## config.mk

```make
export PLATFORM = sky130hd
export DESIGN_NAME = double_ended_arena_allocator_core
export DESIGN_NICKNAME = d
export VERILOG_FILES = /design/src/hdl/dea_pkg.sv /design/src/hdl/dea_in_stage.sv /design/src/hdl/dea_exec.sv /design/src/hdl/double_ended_arena_allocator_core.sv
export VERILOG_INCLUDE_DIRS = /design/src /design/src/hdl
export SDC_FILE = /design/constraint.sdc
export NUM_CORES = 2
export LEC_CHECK = 0
export BUFFER_PORTS_ARGS = -buffer_cell sky130_fd_sc_hd__buf_2
export CAP_MARGIN = 20
export CORE_ASPECT_RATIO = 0.8
export CORE_MARGIN = 1.5
export CORE_UTILIZATION = 45
export CTS_BUF_LIST = sky130_fd_sc_hd__clkbuf_8
export DETAILED_ROUTE_END_ITERATION = 16
export PLACE_DENSITY = 0.67
export SYNTH_ARGS = -nofsm -noshare
export SYNTH_HDL_FRONTEND = slang
export SYNTH_SLANG_ARGS = --single-unit
```

## constraint.sdc

```tcl
create_clock -name clk -period 25.1 [get_ports clk]
set_clock_uncertainty 0.1 [all_clocks]
set_input_delay 1.255 -clock clk [delete_from_list [all_inputs] [get_ports clk]]
set_output_delay 1.255 -clock clk [all_outputs]
set_load 0.02 [all_outputs]
```

## src/hdl/double_ended_arena_allocator_core_macros.svh

```systemverilog
// ----------------------------------------------------------------------------
// Assertion macros for the double-ended arena allocator
// Shared property shorthands. They sample on clk and are off while rst_n is low.
// ----------------------------------------------------------------------------
`ifndef DOUBLE_ENDED_ARENA_ALLOCATOR_CORE_MACROS_SVH
`define DOUBLE_ENDED_ARENA_ALLOCATOR_CORE_MACROS_SVH

// A condition that must hold at every clock edge.
`define DEA_ASSERT_ALWAYS(lbl, cond) \
  lbl: assert property (@(posedge clk) disable iff (!rst_n) (cond)) \
    else $error("arena allocator invariant violated");

// A consequence that must hold in the same cycle as its trigger.
`define DEA_ASSERT_IMPL(lbl, ante, cons) \
  lbl: assert property (@(posedge clk) disable iff (!rst_n) (ante) |-> (cons)) \
    else $error("arena allocator implication violated");

// A consequence that must hold in the cycle after its trigger.
`define DEA_ASSERT_NEXT(lbl, ante, cons) \
  lbl: assert property (@(posedge clk) disable iff (!rst_n) (ante) |=> (cons)) \
    else $error("arena allocator next-cycle check violated");

`endif

```

## src/hdl/dea_pkg.sv

```systemverilog
// ----------------------------------------------------------------------------
// Double-ended arena allocator package
// Command codes, default alignment and the word types shared by the modules.
// ----------------------------------------------------------------------------
`default_nettype none

package dea_pkg;

  localparam int DATA_W            = 32;
  localparam int CMD_W             = 2;
  localparam int ALIGN_BYTES_DEF   = 8;

  localparam logic [CMD_W-1:0] CMD_PERSIST = 2'd0;
  localparam logic [CMD_W-1:0] CMD_FRAME   = 2'd1;
  localparam logic [CMD_W-1:0] CMD_RESET   = 2'd2;
  localparam logic [CMD_W-1:0] CMD_REINIT  = 2'd3;

  localparam logic CFG_REGION_BASE  = 1'b0;
  localparam logic CFG_REGION_BYTES = 1'b1;

  typedef struct packed {
    logic [CMD_W-1:0]  cmd;
    logic [DATA_W-1:0] request_bytes;
  } req_t;

  typedef struct packed {
    logic              granted;
    logic [DATA_W-1:0] block_address;
    logic              out_of_memory;
    logic [DATA_W-1:0] persistent_used;
    logic [DATA_W-1:0] frame_used;
    logic [DATA_W-1:0] frame_peak;
    logic [DATA_W-1:0] bytes_available;
  } result_t;

endpackage

`default_nettype wire

```

## src/hdl/dea_in_stage.sv

```systemverilog
// ----------------------------------------------------------------------------
// Arena allocator input register
// Holds one request word until the execute stage takes it.
// ----------------------------------------------------------------------------
`default_nettype none

module dea_in_stage (
  input  wire logic          clk,
  input  wire logic          rst_n,
  input  wire logic          in_valid,
  output logic               in_ready,
  input  wire dea_pkg::req_t in_word,
  input  wire logic          take,     // execute stage consumes the held word
  output logic               held_valid,
  output dea_pkg::req_t      held_word
);

  logic          vld_r;
  logic          vld_nxt;
  dea_pkg::req_t word_r;

  // The register refills in the same cycle it is drained.
  assign in_ready = !vld_r || take;

  always_comb begin
    vld_nxt = vld_r;
    if (in_valid && in_ready) begin
      vld_nxt = 1'b1;
    end else if (take) begin
      vld_nxt = 1'b0;
    end
  end

  always_ff @(posedge clk) begin
    if (!rst_n) begin
      vld_r <= 1'b0;
    end else begin
      vld_r <= vld_nxt;
    end
  end

  always_ff @(posedge clk) begin
    if (in_valid && in_ready) begin
      word_r <= in_word;
    end
  end

  assign held_valid = vld_r;
  assign held_word  = word_r;

endmodule

`default_nettype wire

```

## src/hdl/dea_exec.sv

```systemverilog
// ----------------------------------------------------------------------------
// Arena allocator execute stage
// Arena state registers and the combinational command logic.
// ----------------------------------------------------------------------------
`default_nettype none

`include "double_ended_arena_allocator_core_macros.svh"

module dea_exec #(
  parameter int ALIGN_BYTES = dea_pkg::ALIGN_BYTES_DEF
) (
  input  wire logic                       clk,
  input  wire logic                       rst_n,
  input  wire logic                       step,
  input  wire dea_pkg::req_t              word,
  input  wire logic [dea_pkg::DATA_W-1:0] region_base,
  input  wire logic [dea_pkg::DATA_W-1:0] region_bytes,
  output dea_pkg::result_t                res
);

  localparam logic [dea_pkg::DATA_W-1:0] AMASK = dea_pkg::DATA_W'(ALIGN_BYTES - 1);

  logic [dea_pkg::DATA_W-1:0] base_r,   base_nxt;
  logic [dea_pkg::DATA_W-1:0] usable_r, usable_nxt;
  logic [dea_pkg::DATA_W-1:0] low_r,    low_nxt;
  logic [dea_pkg::DATA_W-1:0] high_r,   high_nxt;
  logic [dea_pkg::DATA_W-1:0] lowest_r, lowest_nxt;
  logic                       oom_r,    oom_nxt;

  logic [dea_pkg::DATA_W-1:0] gap;
  logic [dea_pkg::DATA_W-1:0] need;
  logic                       fits;
  logic [dea_pkg::DATA_W-1:0] skew;
  logic [dea_pkg::DATA_W-1:0] trimmed;
  logic                       bad_region;
  logic                       granted;
  logic [dea_pkg::DATA_W-1:0] addr;

  // The unrounded check comes first, so the rounding add can only wrap on
  // requests that are already rejected.
  assign gap  = high_r - low_r;
  assign need = (word.request_bytes + AMASK) & ~AMASK;
  assign fits = (word.request_bytes <= gap) && (need <= gap);

  assign skew       = (~region_base + 1'b1) & AMASK;
  assign trimmed    = (region_bytes - skew) & ~AMASK;
  assign bad_region = (region_base == '0) || (region_bytes == '0) || (skew >= region_bytes);

  always_comb begin
    base_nxt   = base_r;
    usable_nxt = usable_r;
    low_nxt    = low_r;
    high_nxt   = high_r;
    lowest_nxt = lowest_r;
    oom_nxt    = oom_r;
    granted    = 1'b0;
    addr       = '0;
    unique case (word.cmd)
      dea_pkg::CMD_PERSIST: begin
        if (fits) begin
          addr    = base_r + low_r;
          low_nxt = low_r + need;
          granted = 1'b1;
        end else begin
          oom_nxt = 1'b1;
        end
      end
      dea_pkg::CMD_FRAME: begin
        if (fits) begin
          high_nxt = high_r - need;
          if (high_nxt < lowest_r) begin
            lowest_nxt = high_nxt;
          end
          addr    = base_r + high_nxt;
          granted = 1'b1;
        end else begin
          oom_nxt = 1'b1;
        end
      end
      dea_pkg::CMD_RESET: begin
        high_nxt = usable_r;
        granted  = 1'b1;
      end
      dea_pkg::CMD_REINIT: begin
        low_nxt = '0;
        if (bad_region) begin
          base_nxt   = region_base;
          usable_nxt = '0;
          high_nxt   = '0;
          lowest_nxt = '0;
          oom_nxt    = 1'b1;
        end else begin
          base_nxt   = region_base + skew;
          usable_nxt = trimmed;
          high_nxt   = trimmed;
          lowest_nxt = trimmed;
          oom_nxt    = 1'b0;
          granted    = 1'b1;
        end
      end
      default: begin
        oom_nxt = oom_r;
      end
    endcase
  end

  always_ff @(posedge clk) begin
    if (!rst_n) begin
      base_r   <= '0;
      usable_r <= '0;
      low_r    <= '0;
      high_r   <= '0;
      lowest_r <= '0;
      oom_r    <= 1'b1;
    end else if (step) begin
      base_r   <= base_nxt;
      usable_r <= usable_nxt;
      low_r    <= low_nxt;
      high_r   <= high_nxt;
      lowest_r <= lowest_nxt;
      oom_r    <= oom_nxt;
    end
  end

  // Usage figures are reported as they stand after the command.
  always_comb begin
    res.granted         = granted;
    res.block_address   = addr;
    res.out_of_memory   = oom_nxt;
    res.persistent_used = low_nxt;
    res.frame_used      = usable_nxt - high_nxt;
    res.frame_peak      = usable_nxt - lowest_nxt;
    res.bytes_available = high_nxt - low_nxt;
  end

  `DEA_ASSERT_ALWAYS(a_low_below_high, low_r <= high_r)
  `DEA_ASSERT_ALWAYS(a_high_in_region, (high_r <= usable_r) && (lowest_r <= usable_r))
  `DEA_ASSERT_ALWAYS(a_size_aligned, (usable_r & AMASK) == '0)
  `DEA_ASSERT_IMPL(a_refusal_flags_oom, step && !res.granted, res.out_of_memory)
  `DEA_ASSERT_NEXT(a_frame_reset_top, step && (word.cmd == dea_pkg::CMD_RESET), high_r == usable_r)

endmodule

`default_nettype wire

```

## src/hdl/double_ended_arena_allocator_core.sv

```systemverilog
// Each request word passes through the input register and then the result register;
// a stalled result stream can hold it in the input register.
// Throughput: one request word per cycle while the result stream does not stall;
// the execute stage reads and updates the arena pointers for each command.
// Reset (synchronous, rst_n low): config registers clear, the arena is empty
// with the out-of-memory flag set, and both stream stages hold no word.
// ----------------------------------------------------------------------------
// Double-ended arena allocator core
// Two-ended bump allocator over one region: persistent blocks grow up from
// the low end, frame blocks grow down from the high end.
// ----------------------------------------------------------------------------
`default_nettype none

module double_ended_arena_allocator_core #(
  parameter int ALIGN_BYTES = dea_pkg::ALIGN_BYTES_DEF
) (
  input  wire logic                       clk,
  input  wire logic                       rst_n,

  // Configuration write channel. Index 0 is region_base, index 1 region_bytes.
  input  wire logic                       cfg_valid,
  output logic                            cfg_ready,
  input  wire logic                       cfg_index,
  input  wire logic [dea_pkg::DATA_W-1:0] cfg_data,

  // Request stream.
  input  wire logic                       in_tvalid,
  output logic                            in_tready,
  input  wire logic [31:0]                in_tdata,  // [31:0] request_bytes
  input  wire logic [1:0]                 in_tuser,  // [1:0] cmd

  // Result stream.
  output logic                            out_tvalid,
  input  wire logic                       out_tready,
  // [0] granted, [32:1] block_address, [33] out_of_memory,
  // [65:34] persistent_used, [97:66] frame_used, [129:98] frame_peak,
  // [161:130] bytes_available, [167:162] zero
  output logic [167:0]                    out_tdata
);

  // Configuration registers. They are read only by the reinit command, and software
  // must write them only while the block is idle; the block does not enforce it and has no hazard logic.
  logic [dea_pkg::DATA_W-1:0] region_base_r;
  logic [dea_pkg::DATA_W-1:0] region_bytes_r;

  assign cfg_ready = 1'b1;

  always_ff @(posedge clk) begin
    if (!rst_n) begin
      region_base_r  <= '0;
      region_bytes_r <= '0;
    end else if (cfg_valid) begin
      if (cfg_index == dea_pkg::CFG_REGION_BASE) begin
        region_base_r <= cfg_data;
      end else begin
        region_bytes_r <= cfg_data;
      end
    end
  end

  // Input register. It drains whenever the result register can take a word,
  // so a stalled output only backs up into this one stage.
  dea_pkg::req_t in_word;
  dea_pkg::req_t held_word;
  logic          held_valid;
  logic          out_free;
  logic          step;
  logic          out_valid_r;

  assign in_word = {in_tuser, in_tdata};

  assign out_free = !out_valid_r || out_tready;
  assign step     = held_valid && out_free;

  dea_in_stage u_in_stage (
    .clk        (clk),
    .rst_n      (rst_n),
    .in_valid   (in_tvalid),
    .in_ready   (in_tready),
    .in_word    (in_word),
    .take       (step),
    .held_valid (held_valid),
    .held_word  (held_word)
  );

  // Execute stage: all pointer arithmetic for one command is combinational. The
  // arena state advances on the same edge that loads the result register, so
  // the next command sees the updated pointers without any forwarding.
  dea_pkg::result_t exec_res;

  dea_exec #(
    .ALIGN_BYTES (ALIGN_BYTES)
  ) u_exec (
    .clk          (clk),
    .rst_n        (rst_n),
    .step         (step),
    .word         (held_word),
    .region_base  (region_base_r),
    .region_bytes (region_bytes_r),
    .res          (exec_res)
  );

  // Result register. It holds its word while the consumer stalls.
  logic             out_valid_nxt;
  dea_pkg::result_t out_res_r;

  always_comb begin
    out_valid_nxt = out_valid_r;
    if (step) begin
      out_valid_nxt = 1'b1;
    end else if (out_tready) begin
      out_valid_nxt = 1'b0;
    end
  end

  always_ff @(posedge clk) begin
    if (!rst_n) begin
      out_valid_r <= 1'b0;
    end else begin
      out_valid_r <= out_valid_nxt;
    end
  end

  always_ff @(posedge clk) begin
    if (step) begin
      out_res_r <= exec_res;
    end
  end

  assign out_tvalid = out_valid_r;
  assign out_tdata  = {6'b0,
                       out_res_r.bytes_available,
                       out_res_r.frame_peak,
                       out_res_r.frame_used,
                       out_res_r.persistent_used,
                       out_res_r.out_of_memory,
                       out_res_r.block_address,
                       out_res_r.granted};

endmodule

`default_nettype wire

```

# Word level (Yosys, flattened, before mapping)

Index checks and enable logic that the tools add are counted.

Bits in registers: 423
Word-level logic and storage cells: 81

Add/sub/neg operators: 12
Order comparisons: 4
Eq/ne operators: 3
Muxes and demuxes: 23
Bitwise operators: 2
Reductions and logical operators: 18

Operators with widths:

| cell                    | number |
|---|---|
| $mux W32                | 9 |
| $pmux W32 S2            | 3 |
| $sub A32 B32 Y32        | 5 |
| $add A32 B32 Y32        | 3 |
| $pmux W32 S3            | 1 |
| $le A32 B32 Y1          | 2 |
| $logic_not A32 Y1       | 2 |
| $add A32 B3 Y32         | 1 |
| $add A32 B3 Y32 const B | 1 |
| $ge A3 B32 Y1           | 1 |
| $lt A32 B32 Y1          | 1 |
| $sub A32 B3 Y32         | 1 |
| $mux W1                 | 8 |
| $reduce_and A2 Y1       | 3 |
| $eq A2 B2 Y1 const B    | 2 |
| $logic_or A1 B1 Y1      | 4 |
| $reduce_bool A2 Y1      | 2 |
| $add A3 B1 Y3 const B   | 1 |
| $logic_and A1 B1 Y1     | 3 |
| $not A3 Y3              | 1 |
| $pmux W1 S3             | 1 |
| $eq A2 B1 Y1 const B    | 1 |
| $logic_not A1 Y1        | 2 |
| $logic_not A2 Y1        | 1 |
| 3 further kinds         | 3 |

# Depth between registers and ports, before layout

Depth in word-level cells: 7
Gate-level depth with buffers: 48
Gate-level depth less buffers: 47

# By module

From an unflattened synthesis, not the netlist that was laid out.

Cells, all modules: 3833
Area, all modules: 33221.9 um^2

By module, submodules not included:

| module                            | instances | cells each | area each (um^2) | sequential area each (um^2) |
|---|---|---|---|---|
| dea_exec                          | 1         | 3374       | 24742.5          | 3223.1 |
| double_ended_arena_allocator_core | 1         | 420        | 7400.8           | 6165.9 |
| dea_in_stage                      | 1         | 39         | 1078.5           | 1041.0 |

# Worst setup path before layout

Ideal clock, no wire load.

Kind: flip-flop to flip-flop
Start: reg u_exec.low_r[10] (netlist name)
End: reg out_res_r, in the netlist out_tdata[128], data pin
Setup time: 0.271 ns
Data arrival time: 8.854 ns
Data required time: 24.729 ns
Path slack: 15.875 ns
Cell stages (with the launch flop): 48
Path buffers: 2
Cell sequence: dfxtp_1 -> inv_1 -> ha_1 -> buf_2 -> nand3_1 -> a2111o_1 -> a21oi_1 -> o31ai_1 -> a211oi_1 -> o221ai_1 -> a2111oi_1 -> o21a_1 -> o21ai_1 -> a2111oi_0 -> o21ai_0 -> a21oi_1 -> nor2_1 -> xor2_1 -> [... 12 more ...] -> o21ai_1 -> ha_1 -> inv_1 -> fa_1 -> a21o_1 -> a21o_1 -> a21oi_1 -> o21ai_0 -> nand4_1 -> a311oi_1 -> a311oi_1 -> nand3b_1 -> a31oi_1 -> nor2b_1 -> o21ai_0 -> a21oi_1 -> a2111oi_0 -> xnor2_1

RTL lines:

| item                     | RTL line                                 | RTL |
|---|---|---|
| start: declaration       | dea_exec.sv:25                           | `logic [dea_pkg::DATA_W-1:0] low_r, low_nxt;` |
| start signal: assignment | dea_exec.sv:118                          | `low_r <= low_nxt;` |
| end signal: assignment   | double_ended_arena_allocator_core.sv:126 | `out_res_r <= exec_res;` |
| end: declaration         | double_ended_arena_allocator_core.sv:105 | `dea_pkg::result_t out_res_r;` |

==> metrics.md <==
| Metric | Value |
|---|---|
| Run status | `completed` |
| Avg WL per Cell | `22.0 µm` |
| Worst Setup Path Type | `reg2reg` |
| Clock Root Buffer | `clkbuf_8` |
| DP Area | `33,700 µm²` |
| Worst slew margin | `24.4%` |
| Crit-path max FO | `86` |
| Critical Path Source | `u_exec.low_r[10]` |
| Reg2Reg Depth | `40` |
| Pwr dens | `99.9 nW/µm²` |
| Synth area leaders | `edfxtp_1 19%, dfxtp_1 14%, ha_1 13%` |
| Max-cap violations | `0` |
| Syn Area/Cell | `8.44 µm²` |
| Register area share after synthesis | `32.9%` |
| Setup TNS | `0 ps` |
| CTS tree | `built` |
| End point of the critical path | `out_tdata[157]` |
| Sink Count | `423` |
| Ports | `243` |
| Mux cell area share after synthesis | `0.419%` |
| Most frequent cells in the layout | `385 x a21oi_1, 350 x nor2_1, 334 x nand2_1, 334 x ha_1, 283 x inv_1` |
| Synth Area in Simple Gates | `16.0%` |
| RSZ-0062 raised after global routing | `no` |
| Cell Count, Final, Fillers Out | `4,948` |
| Total Wirelength | `109,000 µm` |
| Row Count | `86` |
| Critical R2R Launch | `u_exec.low_r[10]` |
| GPL Wtd Cong | `1.01` |
| Total gr overflow | `0` |
| R2r setup slk | `13,470 ps` |
| Largest net degree at the start of global routing | `154` |
| Nets | `4,375` |
| Commonest non-fill, non-tap cell in the layout | `a21oi_1` |
| Delay of the slowest critical-path stage | `880 ps` |
| Vias | `29.2k` |
| Cell area after layout | `35,300 µm²` |
| Largest family of logic cells by synthesized area | `compound AO/OA/AOI/OAI gates` |
| Clk_lat worst skew | `750 ps` |
| Die Y-Extent | `240 µm` |
| Peak Freq | `86.0 MHz` |
| Share of layout cells above drive strength 1 | `11.5%` |
| Synth-to-Final Area Change | `11.5%` |
| First-pass GRT wire length | `162,000 µm` |
| EDFF count, synth | `196` |
| GRT Overall Usage | `29.6%` |
| Initial Util | `45.8%` |
| CTS Buf Count | `75` |
| Startpoint Class | `flip-flop` |
| Worst-margin pin slew | `1130 ps` |
| Xor/xnor share of the synthesized area | `8.39%` |
| DRC | `0` |
| Synth Area in Adders | `14.1%` |
| Core ar. | `69,200 µm²` |
| Hold path depth | `2` |
| Port bufs | `235` |
| Detailed router's first-iteration violation count | `3,183` |
| Worst EP arrival | `12,010 ps` |
| # setup viols final | `0` |
| CP max stage cell | `a31oi_1` |
| #FFs+latches synth | `423` |
| Final Util | `51.0%` |
| Primary FF master, synth | `dfxtp_1` |
| Clk buf depth | `3` |
| ANT nets after route | `0` |
| Initial antenna violation count | `4` |
| Warnings from Yosys | `0` |
| DP Cell Count | `4,805` |
| Post-DP HPWL | `84,600 µm` |
| Synthesized cell area | `31,700 µm²` |
| Worst Path Required | `25,490 ps` |
| Htree depth | `3` |
| Synth Area in Compound Gates | `23.1%` |
| Synth top area share | `18.6%` |
| CTS resizes | `0` |
| Yosys top cell by area | `edfxtp_1` |
| Iteration count of the initial detailed-routing pass | `6` |
| Critical path capture point type | `flip-flop` |
| Post-CTS Setup Repair Bufs | `0` |
| Final worst-path cycle share | `46.3%` |
| Place WS | `13,680 ps` |
| Final hold vios | `0` |
| RR Endpoint | `out_tdata[157]` |
| Hold WC Path Type | `reg2reg` |
| Final WS setup | `13,470 ps` |
| Pleak | `15.2 nW` |
| Via density per instance | `5.91` |
| Vias in the first global route | `26.2k` |
| Fin crit period | `11,630 ps` |
| Reg clk slew, reported paths | `70 ps` |
| Die width | `300 µm` |
| Max-slew violation count | `0` |
| Area of the die | `72,000 µm²` |
| Quantity of hold-fixing buffers added after cts | `0` |
| Synth async-reset ratio | `0%` |
| Distinct cells, synth | `98` |
| Peak VDD IR | `121 µV` |
| Cells after synthesis | `3,752` |
## worst max-delay path: cells and delay by family, from the launching register on
kind / cells / cell delay [ps]
and+or+nand+nor: 7 / 1460
adders and majority gates: 3 / 1170
buffers and inverters: 2 / 800
DFF: 1 / 400
xor gates and xnor gates: 2 / 250
AOI/OAI and AO/OA: 26 / 7140
## per-layer routing
metal  part of all wire, %  global-route usage [%]  wire length [µm]
met1                    46                    43.9             50200
met2                    41                    42.5             44400
met3                    10                    6.47             11200
met4                   3.0                    8.89              3230
met5                     0                       0                 0
## where the power goes
group | internal [mW] | switching, mW | total [mW]
Combinational | 0.695 | 1.22 | 1.91
Clock | 0.351 | 0.327 | 0.678
Sequential | 0.883 | 0.0541 | 0.937
## how the worst min path moves through the flow
stage	start	endpoint	slack, ps
floorplan	region_bytes_r[12]	region_bytes_r[12]	340
global placement	region_bytes_r[20]	region_bytes_r[20]	360
detailed placement	region_bytes_r[30]	region_bytes_r[30]	360
CTS	region_bytes_r[30]	region_bytes_r[30]	370
global route	region_bytes_r[23]	region_bytes_r[23]	400
finish	region_bytes_r[30]	region_bytes_r[30]	370
## synth_stat cells (8+ instances only)
master,number
dfxtp_1,227
nand2b_1,41
o31ai_1,16
inv_1,265
and3_1,35
nor3_1,59
a31oi_1,35
fa_1,8
o21a_1,31
or2_2,28
a311oi_1,9
nor2b_1,42
ha_1,335
o21bai_1,36
o21ai_1,16
o31a_1,8
nand3_1,68
nor4_1,17
o21ai_0,194
buf_2,10
xor2_1,110
a21oi_1,386
nand4_1,38
nand2_1,334
and2_1,24
a22oi_1,64
maj3_1,8
buf_4,8
xnor2_1,184
o22ai_1,17
a211oi_1,108
buf_1,15
mux2_2,10
edfxtp_1,196
a21o_1,120
o211ai_1,12
clkbuf_1,115
or3_1,28
nor2_1,351
a2111oi_0,9
## registers in the layout (all words and copies together), names as in the netlist
signal and count:
out_tdata 162, out_tvalid 1, region_base_r 32, region_bytes_r 32
u_exec.base_r 32, u_exec.high_r 32, u_exec.low_r 32, u_exec.lowest_r 32
u_exec.oom_r 1, u_exec.usable_r 32, u_in_stage.held_valid 1, u_in_stage.held_word 34
## per-stage QoR
stage / hold slack (ps) / total power, mW
after floorplan: 344 / 2.26
after global placement: 357 / 2.80
after detailed placement: 365 / 2.81
after CTS: 373 / 3.51
after global routing: 404 / 3.75
final: 372 / 3.53
## cell type report
type	instances	area [µm²]
fill	6548	33900
sequential	423	10400
antenna	2	5.00
tap	924	1160
clock inverter	56	390
inverter	269	1020
timing repair buffer	274	1500
clock buffer	83	1140
multi-input combinational	2917	19700
## cells by family after synthesis
| kind of cell | count (synthesis) |
|---|---|
| XOR/XNOR | 299 |
| other | 2 |
| flip-flops | 423 |
| AO/OA/AOI/OAI | 1149 |
| buffers and inverters | 417 |
| adder cells (fa/ha/maj) | 353 |
| multiplexers | 12 |
| AND/OR/NAND/NOR | 1097 |
Note: power is estimated with default switching activity, not from simulation.
